<file path="config.mk">
export PLATFORM = sky130hd
export DESIGN_NAME = quadratic_probe_hash_table_top
export DESIGN_NICKNAME = d
export VERILOG_FILES = /design/src/hw/rtl/qpht_pkg.sv /design/src/hw/rtl/quadratic_probe_hash_table_top.sv
export SDC_FILE = /design/constraint.sdc
export NUM_CORES = 1
export LEC_CHECK = 0
export BUFFER_PORTS_ARGS = -buffer_cell sky130_fd_sc_hd__buf_2
export CAP_MARGIN = 15
export CORE_MARGIN = 2
export CORE_UTILIZATION = 31
export CTS_BUF_LIST = sky130_fd_sc_hd__clkbuf_8
export DETAILED_ROUTE_END_ITERATION = 8
export SLEW_MARGIN = 10
export SYNTH_ARGS = -nofsm -noshare
export SYNTH_HDL_FRONTEND = slang
export SYNTH_SLANG_ARGS = --single-unit
</file>
<file path="constraint.sdc">
create_clock -name i_clk -period 7.3 [get_ports i_clk]
set_input_delay 0.73 -clock i_clk [delete_from_list [all_inputs] [get_ports i_clk]]
set_output_delay 0.73 -clock i_clk [all_outputs]
set_load 0.01 [all_outputs]
</file>
<file path="src/hw/rtl/qpht_pkg.sv">
// Shared types and codes for the quadratic probe hash table.
`timescale 1ns / 1ps

package qpht_pkg;

    localparam logic [1:0] CMD_INSERT = 2'd0;
    localparam logic [1:0] CMD_DELETE = 2'd1;
    localparam logic [1:0] CMD_SEARCH = 2'd2;

    localparam logic [1:0] STAT_OK      = 2'd0;
    localparam logic [1:0] STAT_MISSING = 2'd1;
    localparam logic [1:0] STAT_FULL    = 2'd2;

    typedef struct packed {
        logic [1:0]  command;
        logic [30:0] key;
        logic [31:0] record;
    } t_req;

    typedef struct packed {
        logic [1:0]  status;
        logic [3:0]  slot_index;
        logic [31:0] record_out;
    } t_rsp;

endpackage

</file>
<file path="src/hw/rtl/quadratic_probe_hash_table_top.sv">
// Quadratic probing hash table with one key and record memory.
//
// Channel   Direction  Handshake            Payload
// request   in         start high, busy low qpht_pkg::t_req  (command, key, record)
// response  out        strobe, one cycle    qpht_pkg::t_rsp  (status, slot_index, record_out)
//
// After reset the block clears the table memory, one slot a cycle, with busy high. An
// operation is accepted, its key is reduced to its home slot (reciprocal multiply,
// multiply back, subtract and correct) and it is then probed with one read a cycle from
// the memory read port until the response strobe.
// Busy falls in the cycle the response is shown, so the next request may be transferred
// then. The unused command code answers in the next cycle. The receiver cannot stall.
`timescale 1ns / 1ps

module quadratic_probe_hash_table_top #(
    parameter int TABLE_SIZE = 16
) (
    input  logic           i_clk,
    input  logic           i_rst_n,
    input  logic           start,
    input  qpht_pkg::t_req i_req,
    output logic           busy,
    output logic           strobe,
    output qpht_pkg::t_rsp o_rsp
);

    import qpht_pkg::*;

    localparam int IW = (TABLE_SIZE > 1) ? $clog2(TABLE_SIZE) : 1;
    localparam int CW = $clog2(TABLE_SIZE + 1);
    localparam logic [IW:0]   TS       = (IW + 1)'(TABLE_SIZE);
    localparam logic [IW-1:0] LAST     = IW'(TABLE_SIZE - 1);
    localparam logic [CW-1:0] CNT_FULL = CW'(TABLE_SIZE);
    localparam logic [CW-1:0] CNT_LAST = CW'(TABLE_SIZE - 1);
    localparam logic [31:0]   RECIP    = 32'((64'd1 << (31 + IW)) / 64'(TABLE_SIZE));

    typedef struct packed {
        logic        valid;
        logic [30:0] key;
        logic [31:0] record;
    } t_entry;

    typedef enum logic [1:0] {
        S_CLEAR,
        S_IDLE,
        S_MOD,
        S_PROBE
    } t_state;

    t_entry mem [TABLE_SIZE];

    t_state        r_state;
    t_req          r_req;
    logic [IW-1:0] r_slot;
    logic [IW-1:0] r_step;
    logic [CW-1:0] r_issued;
    logic [62:0]   r_prod;
    logic [30:0]   r_qn;
    logic [1:0]    r_mcnt;
    t_entry        r_rd;
    logic          r_rd_vld;
    logic [IW-1:0] r_rd_addr;
    logic          r_rd_first;
    logic          r_rd_last;
    logic          r_strobe;
    t_rsp          r_rsp;

    logic [30:0]   n_qn;
    logic [IW-1:0] n_mod;
    logic [IW-1:0] n_slot;
    logic [IW-1:0] n_step;
    logic          w_hit;
    logic          w_done;
    logic [1:0]    w_status;
    logic          w_we;
    logic [IW-1:0] w_waddr;
    t_entry        w_wdata;

    // The reciprocal gives a quotient that is exact or one short, so the key minus the
    // quotient times TABLE_SIZE lies below twice TABLE_SIZE and one subtraction finishes it.
    always_comb begin
        logic [30:0] quot;
        logic [30:0] diff;
        logic [IW:0] rem;
        quot  = 31'(r_prod >> (31 + IW));
        n_qn  = quot * 31'(TABLE_SIZE);
        diff  = r_req.key - r_qn;
        rem   = diff[IW:0];
        if (rem >= TS) begin
            rem = rem - TS;
        end
        n_mod = rem[IW-1:0];
    end

    // The next probe slot adds the odd step 2i+1, both kept below TABLE_SIZE.
    always_comb begin
        logic [IW:0] s;
        logic [IW:0] d;
        s = {1'b0, r_slot} + {1'b0, r_step};
        if (s >= TS) begin
            s = s - TS;
        end
        d = {1'b0, r_step} + (IW + 1)'(2);
        if (d >= TS) begin
            d = d - TS;
        end
        n_slot = s[IW-1:0];
        n_step = d[IW-1:0];
    end

    always_comb begin
        logic miss_home;
        if (r_req.command == CMD_INSERT) begin
            w_hit     = !r_rd.valid;
            miss_home = 1'b0;
        end else begin
            w_hit     = r_rd.valid && (r_rd.key == r_req.key);
            miss_home = r_rd_first && !r_rd.valid;
        end
        w_done = r_rd_vld && (w_hit || miss_home || r_rd_last);
        if (w_hit) begin
            w_status = STAT_OK;
        end else if (r_req.command == CMD_INSERT) begin
            w_status = STAT_FULL;
        end else begin
            w_status = STAT_MISSING;
        end
    end

    always_comb begin
        w_we    = 1'b0;
        w_waddr = r_rd_addr;
        w_wdata = '0;
        if (r_state == S_CLEAR) begin
            w_we    = 1'b1;
            w_waddr = r_slot;
        end else if (r_state == S_PROBE && r_rd_vld && w_hit) begin
            if (r_req.command == CMD_INSERT) begin
                w_we    = 1'b1;
                w_wdata = '{valid: 1'b1, key: r_req.key, record: r_req.record};
            end else if (r_req.command == CMD_DELETE) begin
                w_we    = 1'b1;
                w_wdata = '{valid: 1'b0, key: r_rd.key, record: r_rd.record};
            end
        end
    end

    always_ff @(posedge i_clk) begin
        if (w_we) begin
            mem[w_waddr] <= w_wdata;
        end
        r_rd <= mem[r_slot];
    end

    always_ff @(posedge i_clk) begin
        if (!i_rst_n) begin
            r_state  <= S_CLEAR;
            r_slot   <= '0;
            r_strobe <= 1'b0;
            r_rd_vld <= 1'b0;
        end else begin
            r_strobe <= 1'b0;
            unique case (r_state)
                S_CLEAR: begin
                    r_slot <= r_slot + IW'(1);
                    if (r_slot == LAST) begin
                        r_state <= S_IDLE;
                    end
                end
                S_IDLE: begin
                    if (start) begin
                        r_req <= i_req;
                        if (i_req.command == CMD_INSERT || i_req.command == CMD_DELETE
                                || i_req.command == CMD_SEARCH) begin
                            r_state <= S_MOD;
                            r_mcnt  <= '0;
                        end else begin
                            r_strobe <= 1'b1;
                            r_rsp    <= '{status: STAT_MISSING, slot_index: 4'd0,
                                          record_out: 32'd0};
                        end
                    end
                end
                S_MOD: begin
                    r_mcnt <= r_mcnt + 2'd1;
                    if (r_mcnt == 2'd0) begin
                        r_prod <= {32'd0, r_req.key} * {31'd0, RECIP};
                    end
                    if (r_mcnt == 2'd1) begin
                        r_qn <= n_qn;
                    end
                    if (r_mcnt == 2'd2) begin
                        r_slot   <= n_mod;
                        r_state  <= S_PROBE;
                        r_step   <= IW'(1);
                        r_issued <= '0;
                        r_rd_vld <= 1'b0;
                    end
                end
                S_PROBE: begin
                    if (r_issued != CNT_FULL) begin
                        r_rd_vld   <= 1'b1;
                        r_rd_addr  <= r_slot;
                        r_rd_first <= (r_issued == '0);
                        r_rd_last  <= (r_issued == CNT_LAST);
                        r_slot     <= n_slot;
                        r_step     <= n_step;
                        r_issued   <= r_issued + CW'(1);
                    end else begin
                        r_rd_vld <= 1'b0;
                    end
                    if (w_done) begin
                        r_state  <= S_IDLE;
                        r_rd_vld <= 1'b0;
                        r_strobe <= 1'b1;
                        r_rsp.status <= w_status;
                        r_rsp.slot_index <= w_hit ? 4'(r_rd_addr) : 4'd0;
                        r_rsp.record_out <= (w_hit && r_req.command != CMD_INSERT)
                                            ? r_rd.record : 32'd0;
                    end
                end
                default: begin
                    r_state <= S_IDLE;
                end
            endcase
        end
    end

    assign busy   = (r_state != S_IDLE);
    assign strobe = r_strobe;
    assign o_rsp  = r_rsp;

endmodule
</file>
After elaboration in Yosys (flattened, before gate mapping):

Memories as Yosys holds them, arrays and structs flattened. A register that Yosys moved wholly into a read port is not among the register bits.
Cells that the tools add are included.

* register bits: 134
* bits in latches: 0
* bits in writable memories: 1024
* ROM bits: 0
* input bits: 68
* word-level logic and storage cells: 132
* memories: 1

Memories
* mem: words 16, bits a word 64, read ports 1, clocked after memory_dff 1, write ports 1, RTL line quadratic_probe_hash_table_top.sv:50 `t_entry mem [TABLE_SIZE];`

* add/sub/neg operators: 9
* multiply operators: 0
* divide/modulo/power cells: 0
* magnitude comparators: 3
* eq/ne operators: 20
* shift operators: 0
* muxes and demuxes: 50
* bitwise operators: 0
* reduce and logical (&&, ||, !) cells: 31

Operators by type and width (number)
* $mux 64: 3
* $mux 38: 3
* $pmux 38 s2: 1
* $mux 63: 1
* $mux 4: 9
* $mux 32: 1
* $eq 31x31->1: 1
* $mux 2: 9
* $ge 5x5->1 const B: 3
* $reduce_and 3->1: 5
* $mux 1: 14
* $pmux 4 s3: 1
* $sub 4x1->4 const B: 3
* $mux 5: 2
* $ne 2x2->1 const B: 5
* $pmux 5 s2: 1
* $reduce_and 5->1: 2
* $eq 2x1->1 const B: 4
* $eq 2x2->1 const B: 4
* $logic_not 2->1: 4
* $pmux 2 s4: 1
* $pmux 4 s2: 1
* $reduce_and 4->1: 2
* $reduce_bool 2->1: 4
* other kinds (18): 29

Longest topological paths before layout:

Gate-level depths: netlist of run 1.

* depth in word-level cells: 8
* gate-level depth with buffers: 12
* depth with buffers taken out: 10

Worst setup path before layout of run 1:

Ideal clock, no wire load.

* path kind: register to register
* start point: register r_req[57] (netlist bit)
* end point: memory mem[10][0] (netlist bit) (enable)
* data arrival time: 6.508 ns
* required time: 6.735 ns
* slack: 0.227 ns
* stages on the path, launching flop included: 8
* buffers on the path: 1
* period minus slack after synthesis: 7.073 ns
* path through: edfxtp_1 and2b_2 a2111o_1 or4_4 nor4_2 nor3_1 buf_2 nor3_1

* word-level cells in the longest chain between the ends: 8

Ends and longest elaborated chain
* start, declared: RTL line quadratic_probe_hash_table_top.sv:53 `t_req r_req;`
* start signal, assigned: RTL line quadratic_probe_hash_table_top.sv:172 `r_req <= i_req;`
* $eq 31x31->1: RTL line quadratic_probe_hash_table_top.sv:117 `w_hit = r_rd.valid && (r_rd.key == r_req.key);`
* $logic_and 1x1->1: RTL line quadratic_probe_hash_table_top.sv:117
* $mux 1: RTL line quadratic_probe_hash_table_top.sv:113 `if (r_req.command == CMD_INSERT) begin`
* $logic_and 1x1->1: RTL line quadratic_probe_hash_table_top.sv:137 `end else if (r_state == S_PROBE && r_rd_vld && w_hit) begin`
* $mux 1: RTL line quadratic_probe_hash_table_top.sv:137
* $mux 1: RTL line quadratic_probe_hash_table_top.sv:134 `if (r_state == S_CLEAR) begin`
* $mux 1: RTL line quadratic_probe_hash_table_top.sv:149 `if (w_we) begin`
* $mux 1 (not written as such): RTL line quadratic_probe_hash_table_top.sv:150 `mem[w_waddr] <= w_wdata;`
* end, declared: RTL line quadratic_probe_hash_table_top.sv:50

Every way passes these cells.

Final worst setup path of run 1:

* start point: register r_req[38] (netlist bit)
* end point: memory mem[4][6] (netlist bit) (enable)

The elaborated chain is that of the path after synthesis.

==> flow_metrics.py, run 1 <==
metrics = {
    "setup_path": {
        "cpPeakStageDelay_ns": 0.74,
        "worstSetupPathType": "flop to flop",
        "crit_path_max_fanout": 34,
        "worst_setup_path_start_kind": "flop",
        "crit_required_ns": 7.74,
        "setup.worst_path.end_class": "flop",
        "crit_chain": "xnor2_1 > nand4_1 > or4_2 > nor4_2 > nor3_2 > buf_4 > nor3_2 > buf_4 > buf_4",
        "slowest_stage": "or4_2",
        "cp_common_cell": "buf_4",
        "critPathArrivalTime_ns": 4.56,
        "reg2regPathDepth": 9,
    },
    "placement": {
        "post-dp-hpwl_um": 57000,
        "dp_slack_ns": 3.18,
        "portBuffers": 107,
        "place.gp.congestion": 0.784,
        "dpl-instance-area_um2": 48700,
    },
    "routing": {
        "routedWlPerCell_um": 25.2,
        "first_pass_iters": 5,
        "drc": 0,
        "routed_wl_um": 108000,
        "vias_per_cell": 4.96,
        "ant_nets": 0,
        "vias": 21317,
        "drt_iter0_markers": 2337,
    },
    "cells_and_area": {
        "multi_input_area_um2": 9480,
        "drive_gt1_frac": 0.356,
        "fillers": 13157,
        "area_growth_syn_to_layout_pct": 15.6,
        "fin_nets": 2293,
        "seq_area_um2": 35800,
        "final_util": 0.362,
        "finalInstanceArea_um2": 52800,
    },
    "floorplanning": {
        "start_util": 0.313,
        "die_area_um2": 150000,
        "ios": 108,
        "die_h_um": 388,
        "num_rows": 140,
        "core_area_um2": 146000,
        "die_w_um": 388,
    },
    "timing": {
        "setup_ws_ns": 3.18,
        "worst_pin_slew_ns": 1.14,
        "min_period_ns": 4.12,
        "hold_viol_final": 0,
        "maxSlewViolCount": 0,
        "slew_headroom": 0.240,
        "period_share": 0.564,
        "whs_ns": 0.0847,
        "setup_tns_ns": 0,
        "fmax_ghz": 0.243,
        "fin_skew_ns": 0.0443,
        "rsz0062_at_grt": "no",
        "setup_viol": 0,
    },
    "outcome": {
        "status": "finished clean",
    },
    "clocking": {
        "cts_buffer_depth": 3,
        "tritoncts": "yes",
        "clock-root-buffer": "clkbuf_8",
        "clock_sinks": 1215,
        "post_cts.repair.setup_buffers": 0,
        "htree_levels": 4,
        "numCtsBuffers": 189,
        "cts_resized": 0,
        "clk_latency_ns": 0.84,
        "clkSlewWorstSetupHoldPaths_ns": 0.06,
    },
    "global_routing": {
        "antenna_found_initial": 14,
        "grt_pass1_wl_um": 157000,
        "grt_pass1_vias": 22495,
        "grt_max_degree": 104,
        "grt_overflow": 0,
        "track_usage": 0.143,
    },
    "synth": {
        "yosysWarnings": 0,
        "synth-edff-count": 1143,
        "synth_area_leaders": "edfxtp_1 75%, mux4_2 16%, dfxtp_1 3.2%",
        "synthDistinctLibCells": 53,
        "yosysSeqAreaShare": 0.783,
        "synth.avg_cell_area_um2": 23.6,
        "netlist_instances": 1940,
        "synth-seq-cells": 1215,
        "yosysTopAreaCell": "edfxtp_1",
        "syn-num-nets": 2021,
        "synth_flop_cell": "edfxtp_1",
        "synth_area_um2": 45700,
        "async_flop_share": 0,
        "synth_top_area_share": 0.751,
    },
    "min_path": {
        "holdPathStages": 1,
        "min_path_type": "input pin to flop",
    },
    "flow_run": {
        "drv_cap": 0,
    },
    "pwr": {
        "leakagePower_nw": 16.7,
        "peakVddDrop_mv": 0.141,
        "power_density_nw_per_um2": 273,
    },
}
-- final cells by class --
type                            count  share of cell area
Clock buffer                      217              0.0565
Inverter                           20             0.00147
Antenna cell                        5            0.000237
Sequential cell                  1215               0.677
Multi-Input combinational cell    605               0.179
Tap cell                         1917              0.0454
Timing Repair Buffer              181              0.0221
Clock inverter                    138              0.0176
-- power breakdown --
group          internal (mW)  total (mW)  switching, mW
Sequential              7.78        7.91          0.129
Clock                   3.13        5.76           2.64
Combinational          0.379       0.764          0.385
-- through the flow --
stage	instances	total power [mW]
detailed placement	3920	8.82
CTS	4292	14.6
finish	4298	14.4
floorplan	1940	8.54
global route	4294	14.9
global placement	3920	8.80
-- cells in the mapped netlist, drive strengths merged (5+ instances only) --
library cell	n
edfxtp	1143
mux4	320
clkbuf	73
dfxtp	72
a22o	63
and3	39
buf	27
xnor2	23
nor3	21
inv	19
nand2	19
nor2b	15
ha	12
nor2	10
and2	7
o21ai	7
nand3	6
nand4	6
a21oi	5
a32oi	5
xor2	5
-- layer usage --
layer | global-route usage | routed length [µm] | part of all wire
met5 | 0 | 58 | 0.00054
met4 | 0.0468 | 2360 | 0.022
met3 | 0.0315 | 7950 | 0.074
met2 | 0.236 | 53200 | 0.49
met1 | 0.189 | 44600 | 0.41
-- cells by family (layout without fill, tap and decap cells) --
logic type | count (synthesis) | in the layout | share of synthesized area
xor gates and xnor gates | 28 | 28 | 0.00537
muxes | 324 | 324 | 0.159
and+or+nand+nor | 138 | 138 | 0.0174
DFF | 1215 | 1215 | 0.783
AOI/OAI and AO/OA | 102 | 102 | 0.0197
buffers and inverters | 120 | 556 | 0.0124
other | 0 | 5 | 0
adders and majority gates | 13 | 13 | 0.00372
-- what timing repair did --
action                                  4_1_cts  5_1_grt
endpoints found under the setup margin        0        0
hold endpoints to repair                     17        0
hold buffers                                 17        0
-- cells in the final DEF (no fill, tap or decap), types with 32 or more instances in the layout --
master and count:
and3_1 38, mux4_2 320, buf_4 55, edfxtp_1 1143, dfxtp_1 69, a22o_2 55
clkinv_2 32, buf_2 107, clkbuf_8 217, inv_1 76
-- registers in the layout, indices dropped and copies added, names as in the netlist --
| name | cells |
|---|---|
| strobe | 1 |
| r_rd | 64 |
| r_rd_first | 1 |
| r_rd_last | 1 |
| o_rsp | 38 |
| r_slot | 4 |
| r_mcnt | 2 |
| r_rd_vld | 1 |
| r_rd_addr | 4 |
| r_req | 65 |
| r_step | 3 |
| r_issued | 5 |
| mem | 1024 |
| r_state | 2 |
-- critical path: cells and delay by family (launching register included) --
| family | cells | cell delay, ns |
|---|---|---|
| XOR/XNOR | 1 | 0.19 |
| buffers and inverters | 3 | 1.29 |
| AND/OR/NAND/NOR | 5 | 1.76 |
| flip-flops | 1 | 0.40 |
-- final timing paths --
path	start	end	slack, ns
worst max-delay path	r_req[38]	mem[4][6]	3.18
worst min-delay path	i_req[8]	r_req[8]	0.08
worst max register to register	r_req[38]	mem[4][6]	3.18
worst min register to register	r_state[1]	r_state[1]	0.52
Power figures use the tool's default switching activity.
==> inputs of run 2 (changes only) <==
Clock period 7.3 ns to 4.05 ns, I/O delays scaled along.
==> flow_metrics.py, run 2 (synthesized netlist as in run 1, its figures left out) <==
metrics = {
    "outcome": {
        "status": "finished clean",
    },
    "placement": {
        "portBuffers": 107,
        "place.gp.congestion": 0.765,
        "post-dp-hpwl_um": 59000,
        "dpl-instance-area_um2": 49200,
    },
    "clocking": {
        "numCtsBuffers": 192,
        "htree_levels": 4,
        "tritoncts": "yes",
        "clock_sinks": 1215,
        "clkSlewWorstSetupHoldPaths_ns": 0.06,
        "cts_hold_buf": 66,
        "cts_buffer_depth": 3,
        "clock-root-buffer": "clkbuf_8",
        "cts_resized": 0,
        "clk_latency_ns": 0.87,
        "post_cts.repair.setup_buffers": 0,
    },
    "global_routing": {
        "grt_pass1_vias": 22599,
        "track_usage": 0.142,
        "grt_pass1_wl_um": 155000,
        "gr-usage-met3": 0.0338,
        "grtUsageMet2": 0.230,
        "grt_max_degree": 157,
        "antenna_found_initial": 8,
        "busiest_layer": "met2",
        "globalRouteMet1Util": 0.187,
        "grt_overflow": 0,
    },
    "setup_path": {
        "crit_path_max_fanout": 22,
        "reg2regPathDepth": 8,
        "setup.worst_path.end_class": "flop",
        "reg2reg_from": "r_req[38]",
        "crit_required_ns": 4.54,
        "crit_end": "mem[2][51]",
        "critical_path.startpoint": "r_req[38]",
        "timing.rr.end": "mem[2][51]",
        "critPathArrivalTime_ns": 4.08,
        "regToRegSetupSlack_ns": 0.46,
        "worst_setup_path_start_kind": "flop",
        "worstSetupPathType": "flop to flop",
    },
    "routing": {
        "first_pass_iters": 6,
        "vias": 21476,
        "routedWlPerCell_um": 24.5,
        "drt_iter0_markers": 2147,
        "routed_wl_um": 107000,
        "drc": 0,
        "ant_nets": 0,
        "vias_per_cell": 4.94,
    },
    "cells_and_area": {
        "finalInstanceArea_um2": 53500,
        "final_cell_mix": "1143 x edfxtp_1, 320 x mux4_2, 210 x clkbuf_8, 107 x buf_2, 85 x inv_1",
        "drive_gt1_frac": 0.343,
        "area_growth_syn_to_layout_pct": 17.0,
        "largestRegisters": "mem (1024), r_req (65), r_rd (64)",
        "fin_nets": 2349,
        "largest_reg_flops": 1024,
        "top_register": "mem",
        "fillers": 13164,
        "final_common_cell": "edfxtp_1",
    },
    "timing": {
        "rsz0062_at_grt": "no",
        "worst_pin_slew_ns": 1.12,
        "maxSlewViolCount": 0,
        "slew_headroom": 0.252,
        "period_share": 0.886,
        "fmax_ghz": 0.279,
        "min_period_ns": 3.59,
        "setup_viol": 0,
        "hold_viol_final": 0,
        "fin_skew_ns": 0.0438,
    },
    "floorplanning": {
        "die_h_um": 388,
        "num_rows": 140,
        "start_util": 0.313,
        "die_area_um2": 150000,
        "core_area_um2": 146000,
        "ios": 108,
        "die_w_um": 388,
    },
    "pwr": {
        "p_total_mw": 25.3,
        "peakVddDrop_mv": 0.322,
        "leakagePower_nw": 16.9,
        "power_density_nw_per_um2": 474,
    },
    "flow_run": {
        "drv_cap": 0,
    },
    "min_path": {
        "min_path_type": "input pin to flop",
    },
}
## run 2: cell types whose count changed in the layout (fill, tap and decap cells not counted), moves of 17 or more
cell           change
nor3_4            +17
buf_4             -22
nor3_2            -17
buf_12            +27
dlygate4sd3_1     +49
## run 2: worst min path at each step
stage / start / slack (ns) / depth (start not counted) / to
2_1_floorplan: r_slot[0] / 0.41 / 0 / r_rd_addr[0]
3_3_place_gp: r_state[1] / 0.48 / 2 / r_state[1]
3_5_place_dp: r_state[1] / 0.52 / 2 / r_state[1]
4_1_cts: start / 0.05 / 3 / r_mcnt[1]
5_1_grt: start / 0.09 / 3 / r_mcnt[1]
6_report: start / 0.12 / 3 / r_mcnt[1]
## run 2: area by class of cell
class / count / area (µm²) / share of cell area
Antenna cell: 1 / 2.50 / 0.0000468
Timing Repair Buffer: 234 / 2000 / 0.0375
Clock buffer: 210 / 2890 / 0.0541
Multi-Input combinational cell: 605 / 9600 / 0.179
Inverter: 20 / 77.6 / 0.00145
Clock inverter: 146 / 729 / 0.0136
Sequential cell: 1215 / 35800 / 0.669
Tap cell: 1917 / 2400 / 0.0449
## run 2: through the flow
stage                     setup slack [ns]  utilization  hold slack, ns  setup TNS [ns]  cells
after floorplan                     -0.785            -           0.406         -304.36   1940
after global placement               0.476        0.337           0.482               0   3925
after detailed placement             0.468        0.337           0.518               0   3925
after CTS                            0.443        0.366          0.0486               0   4347
after global routing                 0.297        0.366          0.0881               0   4348
final                                0.461        0.366           0.120               0   4348
## run 2: routing by layer
layer  wire length (µm)  part of all wire  up-vias
met5                 34           0.00032        -
met4               2600             0.024        6
met3               7650             0.072      173
met2              52200              0.49      782
met1              44100              0.41    11526
li1                   -                 -     8989
## run 2: where the power goes
| group | switching, mW | leakage (nW) | internal, mW |
|---|---|---|---|
| combinational | 0.746 | 3.84 | 0.747 |
| clock | 4.75 | 2.10 | 4.87 |
| sequential | 0.208 | 10.9 | 14.0 |
| total | 5.70 | 16.9 | 19.6 |
## run 2: worst max-delay path: stages, from the launching register on
cell,delay (ns)
edfxtp_1,0.41
xnor2_1,0.27
nand4_1,0.23
or4_2,0.74
nor4_4,0.39
nor3_4,0.19
buf_4,0.29
nor3_4,0.24
buf_4,0.43
==> inputs of run 3 (changes only) <==
Settings changed: BUFFER_PORTS_ARGS -buffer_cell sky130_fd_sc_hd__buf_2 to not set, DONT_BUFFER_PORTS set to 1.
==> flow_metrics.py, run 3 (synthesized netlist as in run 1, its figures left out) <==
metrics = {
    "global_routing": {
        "grt_pass1_vias": 22200,
        "grt_max_degree": 122,
        "antenna_found_initial": 16,
        "grt_pass1_wl_um": 157000,
        "track_usage": 0.143,
        "grt_overflow": 0,
    },
    "timing": {
        "whs_ns": 0.0967,
        "fin_skew_ns": 0.0478,
        "fmax_ghz": 0.287,
        "worst_pin_slew_ns": 1.16,
        "rsz0062_at_grt": "no",
        "maxSlewViolCount": 0,
        "setup_tns_ns": 0,
        "setup_viol": 0,
        "min_period_ns": 3.48,
        "slew_headroom": 0.222,
        "hold_viol_final": 0,
        "period_share": 0.860,
    },
    "cells_and_area": {
        "seq_area_um2": 35800,
        "final_common_cell": "edfxtp_1",
        "fillers": 13050,
        "largest_reg_flops": 1024,
        "multi_input_area_um2": 9600,
        "final_cell_mix": "1143 x edfxtp_1, 320 x mux4_2, 195 x clkbuf_8, 71 x inv_1, 69 x dfxtp_1",
        "fin_nets": 2221,
        "final_util": 0.363,
        "top_register": "mem",
        "largestRegisters": "mem (1024), r_req (65), r_rd (64)",
        "drive_gt1_frac": 0.310,
        "area_growth_syn_to_layout_pct": 16.1,
    },
    "flow_run": {
        "drv_cap": 0,
    },
    "setup_path": {
        "crit_path_max_fanout": 34,
        "crit_required_ns": 4.55,
        "setup.worst_path.end_class": "flop",
        "cp_top_family": "simple AND/OR/NAND/NOR gates",
        "crit_chain": "xnor2_1 > nand4_1 > or4_1 > nor4_4 > nor3_4 > buf_4 > nor3_4 > buf_12",
        "cpPeakStageDelay_ns": 0.73,
        "worstSetupPathType": "flop to flop",
        "worst-path-buf-inv": 2,
        "cp_common_cell": "nor3_4",
        "slowest_stage": "or4_1",
        "critPathArrivalTime_ns": 3.99,
        "worst_setup_path_start_kind": "flop",
    },
    "clocking": {
        "cts_resized": 0,
        "clkSlewWorstSetupHoldPaths_ns": 0.07,
        "clk_latency_ns": 0.86,
        "cts_buffer_depth": 3,
        "numCtsBuffers": 171,
        "post_cts.repair.setup_buffers": 0,
        "clock-root-buffer": "clkbuf_8",
        "tritoncts": "yes",
        "clock_sinks": 1215,
        "htree_levels": 4,
    },
    "pwr": {
        "leakagePower_nw": 16.5,
        "peakVddDrop_mv": 0.221,
        "p_total_mw": 25.4,
        "power_density_nw_per_um2": 480,
    },
    "placement": {
        "place.gp.congestion": 0.756,
        "post-dp-hpwl_um": 58400,
        "portBuffers": 0,
    },
    "min_path": {
        "min_path_type": "input pin to flop",
    },
    "floorplanning": {
        "die_h_um": 388,
        "die_area_um2": 150000,
        "start_util": 0.313,
        "core_area_um2": 146000,
        "num_rows": 140,
        "ios": 108,
        "die_w_um": 388,
    },
    "outcome": {
        "status": "finished clean",
    },
    "routing": {
        "routedWlPerCell_um": 25.6,
        "drc": 0,
        "drt_iter0_markers": 2253,
        "ant_nets": 0,
        "first_pass_iters": 5,
        "vias": 20861,
        "routed_wl_um": 108000,
        "vias_per_cell": 4.95,
    },
}
-- run 3: cell count changes in the layout (fill, tap and decap cells not counted), sizes merged --
cell,change
clkinvlp,-3
buf,-108
diode,+9
inv,-14
bufinv,+12
dlygate4sd3,+1
clkbuf,-15
clkinv,-16
-- run 3: what timing repair did --
| action | 4_1_cts | 5_1_grt |
|---|---|---|
| hold endpoints to repair | 93 | 0 |
| hold buffers | 67 | 0 |
| setup endpoints to repair | 0 | 0 |
-- run 3: path summary, 6_finish.rpt --
kind	startpoint	to	slack (ns)	cells past startpoint
max	r_req[59]	mem[15][12]	0.57	8
min	start	o_rsp[37]	0.1	3
max reg2reg	r_req[59]	mem[15][12]	0.57	8
min reg2reg	r_state[1]	r_state[1]	0.55	2
-- run 3: area by class of cell --
type,instances,area share
clock buffers,195,0.0506
diodes,10,0.000472
repair buffers,127,0.0303
well taps,1917,0.0452
multi-input cells,605,0.181
flip-flops and latches,1215,0.675
clock inverters,125,0.0164
inverters,20,0.00146
-- run 3: power by group --
group / leakage (nW) / internal [mW] / switching, mW
registers: 10.9 / 14.0 / 0.214
logic: 3.51 / 0.727 / 0.722
clock network: 2.02 / 5.25 / 4.52
total: 16.5 / 20.0 / 5.46
-- run 3: worst reg2reg max path: stages (launching register included) --
cell	delay [ns]
edfxtp_1	0.42
xnor2_1	0.22
nand4_1	0.20
or4_1	0.73
nor4_4	0.39
nor3_4	0.21
buf_4	0.29
nor3_4	0.32
buf_12	0.33
-- run 3: stage by stage --
stage	setup slack, ns	cells	cell area (µm²)
after floorplan	-0.785	1940	45900
after global placement	0.623	3817	48800
after detailed placement	0.649	3817	48800
after CTS	0.605	4204	53000
after global routing	0.506	4212	53000
final	0.567	4214	53000
-- run 3: per-layer routing --
layer | track usage | up-vias | routed length [µm]
met2 | 0.243 | 772 | 55000
li1 | - | 8713 | -
met5 | 0 | - | 13
met4 | 0.0388 | 2 | 1920
met3 | 0.0349 | 131 | 8230
met1 | 0.183 | 11243 | 42800
